$ cat src/sv/sliding_trend_slope_alarm_assert.svh
// ---------------------------------------------------------------------------
// Assertion macros for the trend slope alarm
// Concurrent checks that vanish when SYNTHESIS is defined.
// ---------------------------------------------------------------------------
`ifndef SLIDING_TREND_SLOPE_ALARM_ASSERT_SVH
`define SLIDING_TREND_SLOPE_ALARM_ASSERT_SVH

`ifndef SYNTHESIS
// Check a property on every rising edge outside reset.
`define STSA_ASSERT(lbl, clk, rst_n, prop, msg) \
    lbl: assert property (@(posedge clk) disable iff (!rst_n) prop) else $error(msg);
// Check a property on every rising edge, reset included.
`define STSA_ASSERT_ALWAYS(lbl, clk, prop, msg) \
    lbl: assert property (@(posedge clk) prop) else $error(msg);
`else
`define STSA_ASSERT(lbl, clk, rst_n, prop, msg)
`define STSA_ASSERT_ALWAYS(lbl, clk, prop, msg)
`endif

`endif

$ cat src/sv/stsa_pkg.sv
// ---------------------------------------------------------------------------
// stsa_pkg
// Shared constants of the sliding trend slope alarm.
// ---------------------------------------------------------------------------
`default_nettype none

package stsa_pkg;

    // Window length at the default build.
    localparam int WINDOW_DEFAULT = 12;

    // Field widths.
    localparam int ACCEL_W   = 16;
    localparam int TEMP_W    = 8;
    localparam int TREND_W   = 25;
    localparam int TTREND_W  = 17;
    localparam int LEVEL_W   = 2;
    localparam int ZLIM_W    = 24;
    localparam int TLIM_W    = 16;

    // One stored sample: x, y, z, temperature from the lowest bit up.
    localparam int SAMPLE_W  = 3 * ACCEL_W + TEMP_W;
    localparam int S_TDATA_W = SAMPLE_W;
    localparam int M_DATA_W  = 3 * TREND_W + TTREND_W + LEVEL_W;
    localparam int M_TDATA_W = ((M_DATA_W + 7) / 8) * 8;

    // Configuration port.
    localparam int CFG_ADDR_W = 1;
    localparam int CFG_DATA_W = ZLIM_W;
    localparam logic [CFG_ADDR_W-1:0] CFG_Z_LIMIT    = 1'd0;
    localparam logic [CFG_ADDR_W-1:0] CFG_TEMP_LIMIT = 1'd1;

    localparam logic [ZLIM_W-1:0] Z_LIMIT_RESET    = 24'd8580;
    localparam logic [TLIM_W-1:0] TEMP_LIMIT_RESET = 16'd2574;

    // Alert codes.
    localparam logic [LEVEL_W-1:0] LVL_NOMINAL = 2'd0;
    localparam logic [LEVEL_W-1:0] LVL_WARNING = 2'd1;
    localparam logic [LEVEL_W-1:0] LVL_SHOCK   = 2'd2;

endpackage

`default_nettype wire

$ cat src/sv/sliding_trend_slope_alarm.sv
// ---------------------------------------------------------------------------
// sliding_trend_slope_alarm
// Least-squares trend of four sensor channels over a sliding window,
// with a shock / trend alert level.
// ---------------------------------------------------------------------------
//
//  channel   | ports                         | payload
//  ----------+-------------------------------+------------------------------
//  sample in | s_tvalid s_tready s_tdata/user| x, y, z, temperature; shock
//  result    | m_tvalid m_tready m_tdata/user| trends x y z temp, level; valid
//  config    | cfg_we cfg_addr cfg_wdata     | z_trend_limit, temp_trend_limit
//
//  A word that still fills the window goes straight to the done step.
//  A word on a full window makes one pass over the window memory, one entry
//  read per cycle, through four MACs, then a drain step and the done step.
//  In the done step, once the output register is free, the result enters it
//  and the input turns ready again on the same edge.
//  One sample is in work at a time; a finished result waits in the output
//  register and the next sample is accepted meanwhile.
//  Reset (aresetn low, synchronous) empties the window and restores the limits.
//  A stalled result holds the block in its last step until m_tready.
//
`default_nettype none

module sliding_trend_slope_alarm
    import stsa_pkg::*;
#(
    parameter int WINDOW = WINDOW_DEFAULT
) (
    input  wire logic                  aclk,
    input  wire logic                  aresetn,
    // sample words
    input  wire logic                  s_tvalid,
    output logic                       s_tready,
    input  wire logic [S_TDATA_W-1:0]  s_tdata,   // accel_x, accel_y, accel_z, temperature
    input  wire logic                  s_tuser,   // shock
    // result words
    output logic                       m_tvalid,
    input  wire logic                  m_tready,
    output logic [M_TDATA_W-1:0]       m_tdata,   // trend_x, trend_y, trend_z, trend_temp,
                                                  // alarm_level, zero pad
    output logic                       m_tuser,   // slope_valid
    // configuration writes
    input  wire logic                  cfg_we,
    input  wire logic [CFG_ADDR_W-1:0] cfg_addr,
    input  wire logic [CFG_DATA_W-1:0] cfg_wdata
);

`include "sliding_trend_slope_alarm_assert.svh"

    // Derived sizes.
    localparam int LOG_W   = $clog2(WINDOW);
    localparam int CNT_W   = $clog2(WINDOW + 1);
    localparam int HALF    = WINDOW * (WINDOW - 1) / 2;
    localparam int COEF_W  = 2 * LOG_W + 1;
    // |sum| < WINDOW^3 * 2^14; keep at least one bit above the widest field.
    localparam int ACC_MIN = 3 * LOG_W + 15;
    localparam int ACC_W   = (ACC_MIN > TREND_W + 1) ? ACC_MIN : TREND_W + 1;

    localparam logic [LOG_W-1:0]         LAST_IDX   = LOG_W'(WINDOW - 1);
    localparam logic [CNT_W-1:0]         FULL_CNT   = CNT_W'(WINDOW);
    localparam logic signed [COEF_W-1:0] COEF_START = COEF_W'(-HALF);
    localparam logic signed [COEF_W-1:0] COEF_STEP  = COEF_W'(WINDOW);

    // Sequencer codes.
    localparam logic [1:0] ST_IDLE  = 2'd0;
    localparam logic [1:0] ST_RUN   = 2'd1;
    localparam logic [1:0] ST_DRAIN = 2'd2;
    localparam logic [1:0] ST_DONE  = 2'd3;

    // Window memory: one row holds all four channels of a sample.
    logic [SAMPLE_W-1:0] win_mem [WINDOW];
    logic [SAMPLE_W-1:0] rd_data_reg;

    // Control state.
    logic [1:0]        state_reg,   state_next;
    logic [CNT_W-1:0]  fill_reg,    fill_next;
    logic [LOG_W-1:0]  head_reg,    head_next;     // oldest entry once full
    logic [LOG_W-1:0]  rd_addr_reg, rd_addr_next;
    logic [LOG_W-1:0]  issue_reg,   issue_next;
    logic              mac_en_reg,  mac_en_next;
    logic              m_valid_reg, m_valid_next;
    logic [ZLIM_W-1:0] zlim_reg,    zlim_next;
    logic [TLIM_W-1:0] tlim_reg,    tlim_next;

    // Work payload.
    logic                     shock_reg,  shock_next;
    logic                     valid_reg,  valid_next;
    logic signed [COEF_W-1:0] coef_reg,   coef_next;
    logic signed [ACC_W-1:0]  acc_x_reg,  acc_x_next;
    logic signed [ACC_W-1:0]  acc_y_reg,  acc_y_next;
    logic signed [ACC_W-1:0]  acc_z_reg,  acc_z_next;
    logic signed [ACC_W-1:0]  acc_t_reg,  acc_t_next;

    // Output payload.
    logic [M_TDATA_W-1:0] m_data_reg, m_data_next;
    logic                 m_user_reg, m_user_next;

    logic                        s_accept;
    logic                        full;
    logic                        rd_en;
    logic [LOG_W-1:0]            wr_addr;
    logic [LOG_W-1:0]            head_inc;
    logic signed [ACCEL_W-1:0]   rd_x, rd_y, rd_z;
    logic signed [TEMP_W-1:0]    rd_t;
    logic signed [ACCEL_W+COEF_W-1:0] prod_x, prod_y, prod_z;
    logic signed [TEMP_W+COEF_W-1:0]  prod_t;
    logic [LEVEL_W-1:0]          level;
    logic                        warn;

    assign s_tready = (state_reg == ST_IDLE);
    assign s_accept = s_tvalid && s_tready;
    assign full     = (fill_reg == FULL_CNT);
    assign rd_en    = (state_reg == ST_RUN);
    assign wr_addr  = full ? head_reg : fill_reg[LOG_W-1:0];
    assign head_inc = (head_reg == LAST_IDX) ? '0 : head_reg + 1'b1;

    assign m_tvalid = m_valid_reg;
    assign m_tdata  = m_data_reg;
    assign m_tuser  = m_user_reg;

    // Unpack the row read last cycle and weight it by its position.
    assign rd_x   = $signed(rd_data_reg[ACCEL_W-1:0]);
    assign rd_y   = $signed(rd_data_reg[2*ACCEL_W-1:ACCEL_W]);
    assign rd_z   = $signed(rd_data_reg[3*ACCEL_W-1:2*ACCEL_W]);
    assign rd_t   = $signed(rd_data_reg[SAMPLE_W-1:3*ACCEL_W]);
    assign prod_x = rd_x * coef_reg;
    assign prod_y = rd_y * coef_reg;
    assign prod_z = rd_z * coef_reg;
    assign prod_t = rd_t * coef_reg;

    // Alert: shock wins, then a trend above its limit on a full window.
    assign warn = valid_reg &&
                  ((acc_z_reg > $signed(ACC_W'(zlim_reg))) ||
                   (acc_t_reg > $signed(ACC_W'(tlim_reg))));
    assign level = shock_reg ? LVL_SHOCK : (warn ? LVL_WARNING : LVL_NOMINAL);

    always_comb begin
        state_next   = state_reg;
        fill_next    = fill_reg;
        head_next    = head_reg;
        rd_addr_next = rd_addr_reg;
        issue_next   = issue_reg;
        mac_en_next  = rd_en;
        m_valid_next = m_valid_reg;
        zlim_next    = zlim_reg;
        tlim_next    = tlim_reg;
        shock_next   = shock_reg;
        valid_next   = valid_reg;
        coef_next    = coef_reg;
        acc_x_next   = acc_x_reg;
        acc_y_next   = acc_y_reg;
        acc_z_next   = acc_z_reg;
        acc_t_next   = acc_t_reg;
        m_data_next  = m_data_reg;
        m_user_next  = m_user_reg;

        // Drop the result once the consumer takes it.
        if (m_valid_reg && m_tready) begin
            m_valid_next = 1'b0;
        end

        if (cfg_we) begin
            case (cfg_addr)
                CFG_Z_LIMIT:    zlim_next = cfg_wdata[ZLIM_W-1:0];
                CFG_TEMP_LIMIT: tlim_next = cfg_wdata[TLIM_W-1:0];
                default: ;
            endcase
        end

        // Accumulate one window entry per cycle; the coefficient steps by WINDOW.
        if (mac_en_reg) begin
            acc_x_next = acc_x_reg + ACC_W'(prod_x);
            acc_y_next = acc_y_reg + ACC_W'(prod_y);
            acc_z_next = acc_z_reg + ACC_W'(prod_z);
            acc_t_next = acc_t_reg + ACC_W'(prod_t);
            coef_next  = coef_reg + COEF_STEP;
        end

        case (state_reg)
            ST_IDLE: begin
                if (s_accept) begin
                    shock_next = s_tuser;
                    valid_next = full;
                    coef_next  = COEF_START;
                    acc_x_next = '0;
                    acc_y_next = '0;
                    acc_z_next = '0;
                    acc_t_next = '0;
                    if (full) begin
                        // Overwrite the oldest row, then sweep from the new oldest.
                        head_next    = head_inc;
                        rd_addr_next = head_inc;
                        issue_next   = '0;
                        state_next   = ST_RUN;
                    end else begin
                        fill_next  = fill_reg + 1'b1;
                        state_next = ST_DONE;
                    end
                end
            end
            ST_RUN: begin
                rd_addr_next = (rd_addr_reg == LAST_IDX) ? '0 : rd_addr_reg + 1'b1;
                issue_next   = issue_reg + 1'b1;
                if (issue_reg == LAST_IDX) begin
                    state_next = ST_DRAIN;
                end
            end
            ST_DRAIN: begin
                state_next = ST_DONE;
            end
            ST_DONE: begin
                // Hold until the output register is free.
                if (!m_valid_reg || m_tready) begin
                    m_data_next = M_TDATA_W'({level,
                                              acc_t_reg[TTREND_W-1:0],
                                              acc_z_reg[TREND_W-1:0],
                                              acc_y_reg[TREND_W-1:0],
                                              acc_x_reg[TREND_W-1:0]});
                    m_user_next  = valid_reg;
                    m_valid_next = 1'b1;
                    state_next   = ST_IDLE;
                end
            end
            default: begin
                state_next = ST_IDLE;
            end
        endcase
    end

    // Window memory: write on accept, registered read during the sweep.
    always_ff @(posedge aclk) begin
        if (s_accept) begin
            win_mem[wr_addr] <= {s_tdata[SAMPLE_W-1:0]};
        end
        if (rd_en) begin
            rd_data_reg <= win_mem[rd_addr_reg];
        end
    end

    always_ff @(posedge aclk) begin
        if (!aresetn) begin
            state_reg   <= ST_IDLE;
            fill_reg    <= '0;
            head_reg    <= '0;
            rd_addr_reg <= '0;
            issue_reg   <= '0;
            mac_en_reg  <= 1'b0;
            m_valid_reg <= 1'b0;
            zlim_reg    <= Z_LIMIT_RESET;
            tlim_reg    <= TEMP_LIMIT_RESET;
        end else begin
            state_reg   <= state_next;
            fill_reg    <= fill_next;
            head_reg    <= head_next;
            rd_addr_reg <= rd_addr_next;
            issue_reg   <= issue_next;
            mac_en_reg  <= mac_en_next;
            m_valid_reg <= m_valid_next;
            zlim_reg    <= zlim_next;
            tlim_reg    <= tlim_next;
        end
    end

    always_ff @(posedge aclk) begin
        shock_reg  <= shock_next;
        valid_reg  <= valid_next;
        coef_reg   <= coef_next;
        acc_x_reg  <= acc_x_next;
        acc_y_reg  <= acc_y_next;
        acc_z_reg  <= acc_z_next;
        acc_t_reg  <= acc_t_next;
        m_data_reg <= m_data_next;
        m_user_reg <= m_user_next;
    end

    // Checks.
    `STSA_ASSERT(a_fill_bound, aclk, aresetn, fill_reg <= FULL_CNT, "fill count beyond window")
    `STSA_ASSERT(a_head_fill, aclk, aresetn, !full |-> head_reg == '0, "head moved while filling")
    `STSA_ASSERT(a_full_sweep, aclk, aresetn, (s_accept && full) |=> state_reg == ST_RUN, "full window word skipped the sweep")
    `STSA_ASSERT(a_valid_full, aclk, aresetn, (m_valid_reg && m_user_reg) |-> full, "slope valid before window full")
    `STSA_ASSERT(a_mac_follows, aclk, aresetn, mac_en_reg |-> $past(state_reg) == ST_RUN, "accumulate without a read")

endmodule

`default_nettype wire

$ cat config.mk
export PLATFORM = sky130hd
export DESIGN_NAME = sliding_trend_slope_alarm
export DESIGN_NICKNAME = d
export VERILOG_FILES = /design/src/sv/stsa_pkg.sv /design/src/sv/sliding_trend_slope_alarm.sv
export VERILOG_INCLUDE_DIRS = /design/src /design/src/sv
export SDC_FILE = /design/constraint.sdc
export NUM_CORES = 2
export LEC_CHECK = 0
export ABC_AREA = 1
export BUFFER_PORTS_ARGS = -buffer_cell sky130_fd_sc_hd__buf_2
export CAP_MARGIN = 20
export CELL_PAD_IN_SITES_DETAIL_PLACEMENT = 0
export CELL_PAD_IN_SITES_GLOBAL_PLACEMENT = 1
export CORE_MARGIN = 2
export CORE_UTILIZATION = 30
export DETAILED_ROUTE_END_ITERATION = 8
export PLACE_DENSITY = 0.65
export SYNTH_ARGS = -nofsm -noshare
export SYNTH_HDL_FRONTEND = slang
export SYNTH_SLANG_ARGS = --single-unit
$ cat constraint.sdc
create_clock -name aclk -period 6.3 [get_ports aclk]
set_input_delay 0.315 -clock aclk [delete_from_list [all_inputs] [get_ports aclk]]
set_output_delay 0.315 -clock aclk [all_outputs]
set_load 0.005 [all_outputs]
# Word-level counts from Yosys, hierarchy flattened
# Memories as Yosys holds them, arrays and structs flattened. A register that Yosys moved wholly into a read port is not among the register bits.
# Cells that the tools add are included.
# Widths: inputs -> output; s select.
dict set report op_classes {
  n_lt_le_gt_ge 2
  n_addsub 9
  n_mul 4
  n_bitwise 2
  n_eq_ne 11
  reduce_logical 16
  mux 35
}
# cell count
set ops {}
lappend ops {{$mux 27} 12}
lappend ops {{$add 27x25->27} 3}
lappend ops {{$mul 16x9->25} 3}
lappend ops {{$mux 4} 7}
lappend ops {{$add 27x17->27} 1}
lappend ops {{$gt 27x17->1} 1}
lappend ops {{$gt 27x25->1} 1}
lappend ops {{$mux 9} 3}
lappend ops {{$mul 8x9->17} 1}
lappend ops {{$add 4x1->4 const B} 4}
lappend ops {{$eq 4x4->1 const B} 4}
lappend ops {{$pmux 4 s2} 2}
lappend ops {{$reduce_and 3->1} 4}
lappend ops {{$add 9x5->9 const B} 1}
lappend ops {{$mux 2} 4}
lappend ops {{$pmux 2 s4} 1}
lappend ops {{$reduce_and 2->1} 4}
lappend ops {{$mux 1} 6}
lappend ops {{$ne 2x1->1 const B} 3}
lappend ops {{$eq 2x2->1 const B} 2}
lappend ops {{$logic_and 1x1->1} 3}
lappend ops {{$eq 2x1->1 const B} 1}
lappend ops {{$logic_not 2->1} 1}
lappend ops {{$logic_or 1x1->1} 2}
lappend ops {{other kinds (4)} 5}
dict set report word_totals {
  regBits 274
  n_memories 1
  mem_bits_rw 672
  wordCells 99
}
# name words width read_ports rd_ports_with_merged_regs wr line
set mem_list {}
lappend mem_list {win_mem 12 56 1 1 1 sliding_trend_slope_alarm.sv:72} ;# logic [SAMPLE_W-1:0] win_mem [WINDOW];

# Depth between registers and ports, before layout
dict set report logic_depth {
  word_depth 5
  mapped_depth 28
  mapped_depth_nobuf 25
}

# Least setup slack after synthesis
# OpenSTA, ideal clock, no wires.
dict set report synth_timing {
  path_kind {flip-flop to flip-flop}
  from {reg state_reg[0]}
  to {reg m_data_reg[0], in the netlist m_tdata[0] (enable)}
  arrival_ns 5.142
  required_time_ns 5.720
  setup_slack_ns 0.578
  stages_incl_launch_ff 4
  setup_ns 0.580
  synth_period_minus_slack_ns 5.722
  path_buffers 0
  path_cell_list {dfxtp_1 -> ha_1 -> inv_1 -> a21oi_1}
}
dict set report synth_via {
  elab_chain_cells 2
}
# element line
set synth_rtl {}
lappend synth_rtl {{from (decl)} sliding_trend_slope_alarm.sv:76} ;# logic [1:0] state_reg, state_next;
lappend synth_rtl {{from (signal assigned)} sliding_trend_slope_alarm.sv:253} ;# state_reg <= state_next;
lappend synth_rtl {{$eq 2x2->1} sliding_trend_slope_alarm.sv:180} ;# case (state_reg)
lappend synth_rtl {{$reduce_and 2->1 (no source line)} --}
lappend synth_rtl {{to (signal assigned)} sliding_trend_slope_alarm.sv:273} ;# m_data_reg <= m_data_next;
lappend synth_rtl {{to (decl)} sliding_trend_slope_alarm.sv:96} ;# logic [M_TDATA_W-1:0] m_data_reg, m_data_next;
# Every way passes these cells.
# A chain may end at the register's enable or synchronous reset.

# Worst setup path after layout
dict set report layout_timing {
  from {reg coef_reg[8]}
  to {reg acc_z_reg[11]}
}
dict set report layout_via {
  elab_chain_cells 5
}
# element line
set layout_rtl {}
lappend layout_rtl {{from (decl)} sliding_trend_slope_alarm.sv:89} ;# logic signed [COEF_W-1:0] coef_reg, coef_next;
lappend layout_rtl {{from (signal assigned)} sliding_trend_slope_alarm.sv:268} ;# coef_reg <= coef_next;
lappend layout_rtl {{$mul 16x9->25 (*)} sliding_trend_slope_alarm.sv:129} ;# assign prod_z = rd_z * coef_reg;
lappend layout_rtl {{$add 27x25->27 (*)} sliding_trend_slope_alarm.sv:175} ;# acc_z_next = acc_z_reg + ACC_W'(prod_z);
lappend layout_rtl {{$mux 27 (*)} sliding_trend_slope_alarm.sv:172} ;# if (mac_en_reg) begin
lappend layout_rtl {{$mux 27} sliding_trend_slope_alarm.sv:182} ;# if (s_accept) begin
lappend layout_rtl {{$mux 27 (*)} sliding_trend_slope_alarm.sv:180}
lappend layout_rtl {{net acc_z_next[11]} sliding_trend_slope_alarm.sv:92} ;# logic signed [ACC_W-1:0] acc_z_reg, acc_z_next;
lappend layout_rtl {{to (signal assigned)} sliding_trend_slope_alarm.sv:271} ;# acc_z_reg <= acc_z_next;
lappend layout_rtl {{to (decl)} sliding_trend_slope_alarm.sv:92}
# Mark *: on every way through the listed nets, which the timed path passes. The rest lies on a longest branch.

==> flow_summary.json <==
{
  "portBuffers": 183,
  "syn_inst": 6431,
  "cts_buffers": 109,
  "dp_hpwl_microns": 119000,
  "drtAntennaViolNets": 0,
  "final.setup.tns_ps": 0,
  "cts_tree": "built",
  "clock_skew_ps": 82.8,
  "layout-drive-gt1-share_pct": 6.69,
  "cts_setup_buffers": 0,
  "synth_edf_count": 830,
  "yosys_register_bits": 997,
  "fin_ws_ps": 700,
  "fin_crit_ps": 5600,
  "multi_input_area_sq_um": 28300,
  "drc_errors": 0,
  "critPathSlowestCell": "dfxtp_1",
  "fmax_mhz": 179,
  "fin_crit_sh_pct": 88.9,
  "ys_async_sr_fraction_pct": 0,
  "grt_pass1_wl_microns": 260000,
  "via_per_inst": 4.51,
  "antenna_found_initial": 37,
  "critPathArrivalTime_ps": 6190,
  "avgSynthCellArea_sq_um": 9.80,
  "hold_viol": 0,
  "rsz0062_at_grt": "false",
  "crit_buf_inv": 6,
  "final_cell_mix": "inv_1 (1,394), nand2_1 (1,118), edfxtp_1 (830)",
  "status": "complete, no violations",
  "die_h_microns": 462,
  "cts.sinks": 997,
  "ys_seq_area_share_pct": 44.8,
  "num-nets-final": 7522,
  "slew_headroom_pct": 26.3,
  "vias": 42800,
  "final_common_cell": "inv_1",
  "grt_max_degree": 157,
  "grt_overflow": 0,
  "crit_fanout": 28,
  "ys_types": 44,
  "initial_utilization_pct": 30.1,
  "core_area_sq_um": 209000,
  "cp-end-kind": "flop",
  "critPathTopFamily": "adder cells",
  "die_area_sq_um": 214000,
  "max-cap-violations": 0,
  "finalSetupViolCount": 0,
  "cts_max_level": 3,
  "grt_pass1_vias": 43200,
  "largest_reg_flops": 672,
  "die_w_microns": 462,
  "area_growth_pct": 13.3,
  "crit_chain": "inv_2, or2_2, fa_1, fa_1, inv_1, fa_1, fa_1, inv_1, fa_1, inv_1, ha_1, nand2_1, nor2_1, nand2_1, nand2_1, inv_1, nor2_1, nor2_1, nand2_1, nand3_1, nand2_1, inv_1",
  "n_fill_cell": 21200,
  "maxSlewViolCount": 0,
  "criticalPathCategory": "reg2reg",
  "gp_congestion": 0.849,
  "synth_top_cell_area_share_pct": 39.5,
  "gr-usage-all-layers_pct": 15.6,
  "cts-root-buf": "clkbuf_16",
  "routed_wl_microns": 167000,
  "synth_ff_type": "edfxtp_1",
  "ioPinCount": 186,
  "wire_per_inst_microns": 17.6,
  "clkLatencyLatePin_ps": 760,
  "slowest_delay_ps": 510,
  "synth_area_leaders": "edfxtp_1 (40%), fa_1 (16%), inv_1 (8.3%)",
  "firstDrtPassIters": 8,
  "clock_path_buffers": 3,
  "clkTransAtPathRegs_ps": 70,
  "fin_hold_ws_ps": 86.7,
  "crit_required_ps": 6880,
  "yosys_warnings": 0,
  "num_rows": 168,
  "syn_area_sq_um": 63000,
  "drt-initial-drc-count": 2890,
  "cp-start-kind": "flop",
  "worstHoldPathType": "in2reg",
  "synth_top_cell_by_area": "edfxtp_1",
  "worst_slew_pin_slew_ps": 1100,
  "register_area_sq_um": 28300,
  "preCtsSetupSlack_ps": 773
}
synth_stat cells (all sizes together), types with 2 or more instances:
cell type  instances
inv             1399
nand2           1119
edfxtp           830
fa               494
o21ai            477
nor2             370
a21oi            353
ha               338
clkbuf           183
nand3            173
dfxtp            167
mux2i            139
buf               94
o211ai            79
nand4             50
a31oi             37
nor3              23
xor2              21
xnor2             13
o21bai            12
or2               12
a211oi             9
a21o               8
and2               6
nand3b             6
o21a               5
a31o               4
nor4               3
conb               2
worst register-to-register path: stages (launching register included):
cell and delay [ps]:
dfxtp_1 510, inv_2 370, or2_2 440, fa_1 450, fa_1 490, inv_1 50
fa_1 460, fa_1 500, inv_1 50, fa_1 470, inv_1 40, ha_1 370
nand2_1 140, nor2_1 300, nand2_1 90, nand2_1 210, inv_1 60, nor2_1 130
nor2_1 50, nand2_1 50, nand3_1 80, nand2_1 100, inv_1 30
metrics by stage:
stage / utilization [%] / std cells / instance area (sq um)
final: 34.1 / 9506 / 71400
after CTS: 34.1 / 9498 / 71400
after global routing: 34.1 / 9503 / 71400
after floorplan: - / 6443 / 63100
after detailed placement: 32.0 / 9214 / 66900
after global placement: 32.0 / 9214 / 66900
final timing paths:
kind	from	end	slack, ps	cells past startpoint
worst max-delay path	coef_reg[8]$_DFF_P_	acc_z_reg[11]$_DFF_P_	700	22
worst max register to register	coef_reg[8]$_DFF_P_	acc_z_reg[11]$_DFF_P_	700	22
worst min register to register	shock_reg$_DFFE_PP_	m_tdata[93]$_SDFFCE_PP1P_	450	0
worst min-delay path	cfg_addr	zlim_reg[13]$_SDFFE_PN1P_	90	3
metal layers:
metal / global-route usage (%) / part of all wire, % / routed length (microns)
met4: 4.64 / 2.7 / 4540
met2: 25.4 / 46 / 76600
met5: 0 / 0.10 / 168
met3: 2.44 / 4.8 / 8000
met1: 21.4 / 47 / 77700
timing repair:
action / in CTS / in global routing
hold endpoints to repair: 716 / 0
gates resized for setup: 0 / 0
endpoints found under the setup margin: 0 / 0
hold buffers: 83 / 0
layout make-up:
| class | count | area share [%] |
|---|---|---|
| well taps | 2805 | 4.92 |
| inverters | 1400 | 7.37 |
| repair buffers | 326 | 3.32 |
| flip-flops and latches | 997 | 39.6 |
| clock inverters | 57 | 0.906 |
| diodes | 8 | 0.0280 |
| clock buffers | 144 | 4.13 |
| multi-input cells | 3769 | 39.7 |
cell families (layout without fill, tap and decap cells):
logic type	Yosys count	count (layout)	share of synthesized area [%]
multiplexers	139	139	2.21
adder cells (fa/ha/maj)	832	832	22.4
AND/OR/NAND/NOR	1763	1763	11.2
flip-flops	997	997	44.8
other	2	22	0.0119
XOR/XNOR	34	34	0.472
buffers and inverters	1677	1927	10.4
AO/OA/AOI/OAI	987	987	8.40
Power is left out: the tool's default activity adds up to more than one toggle a clock period on the data nets, which glitch-free logic cannot reach.
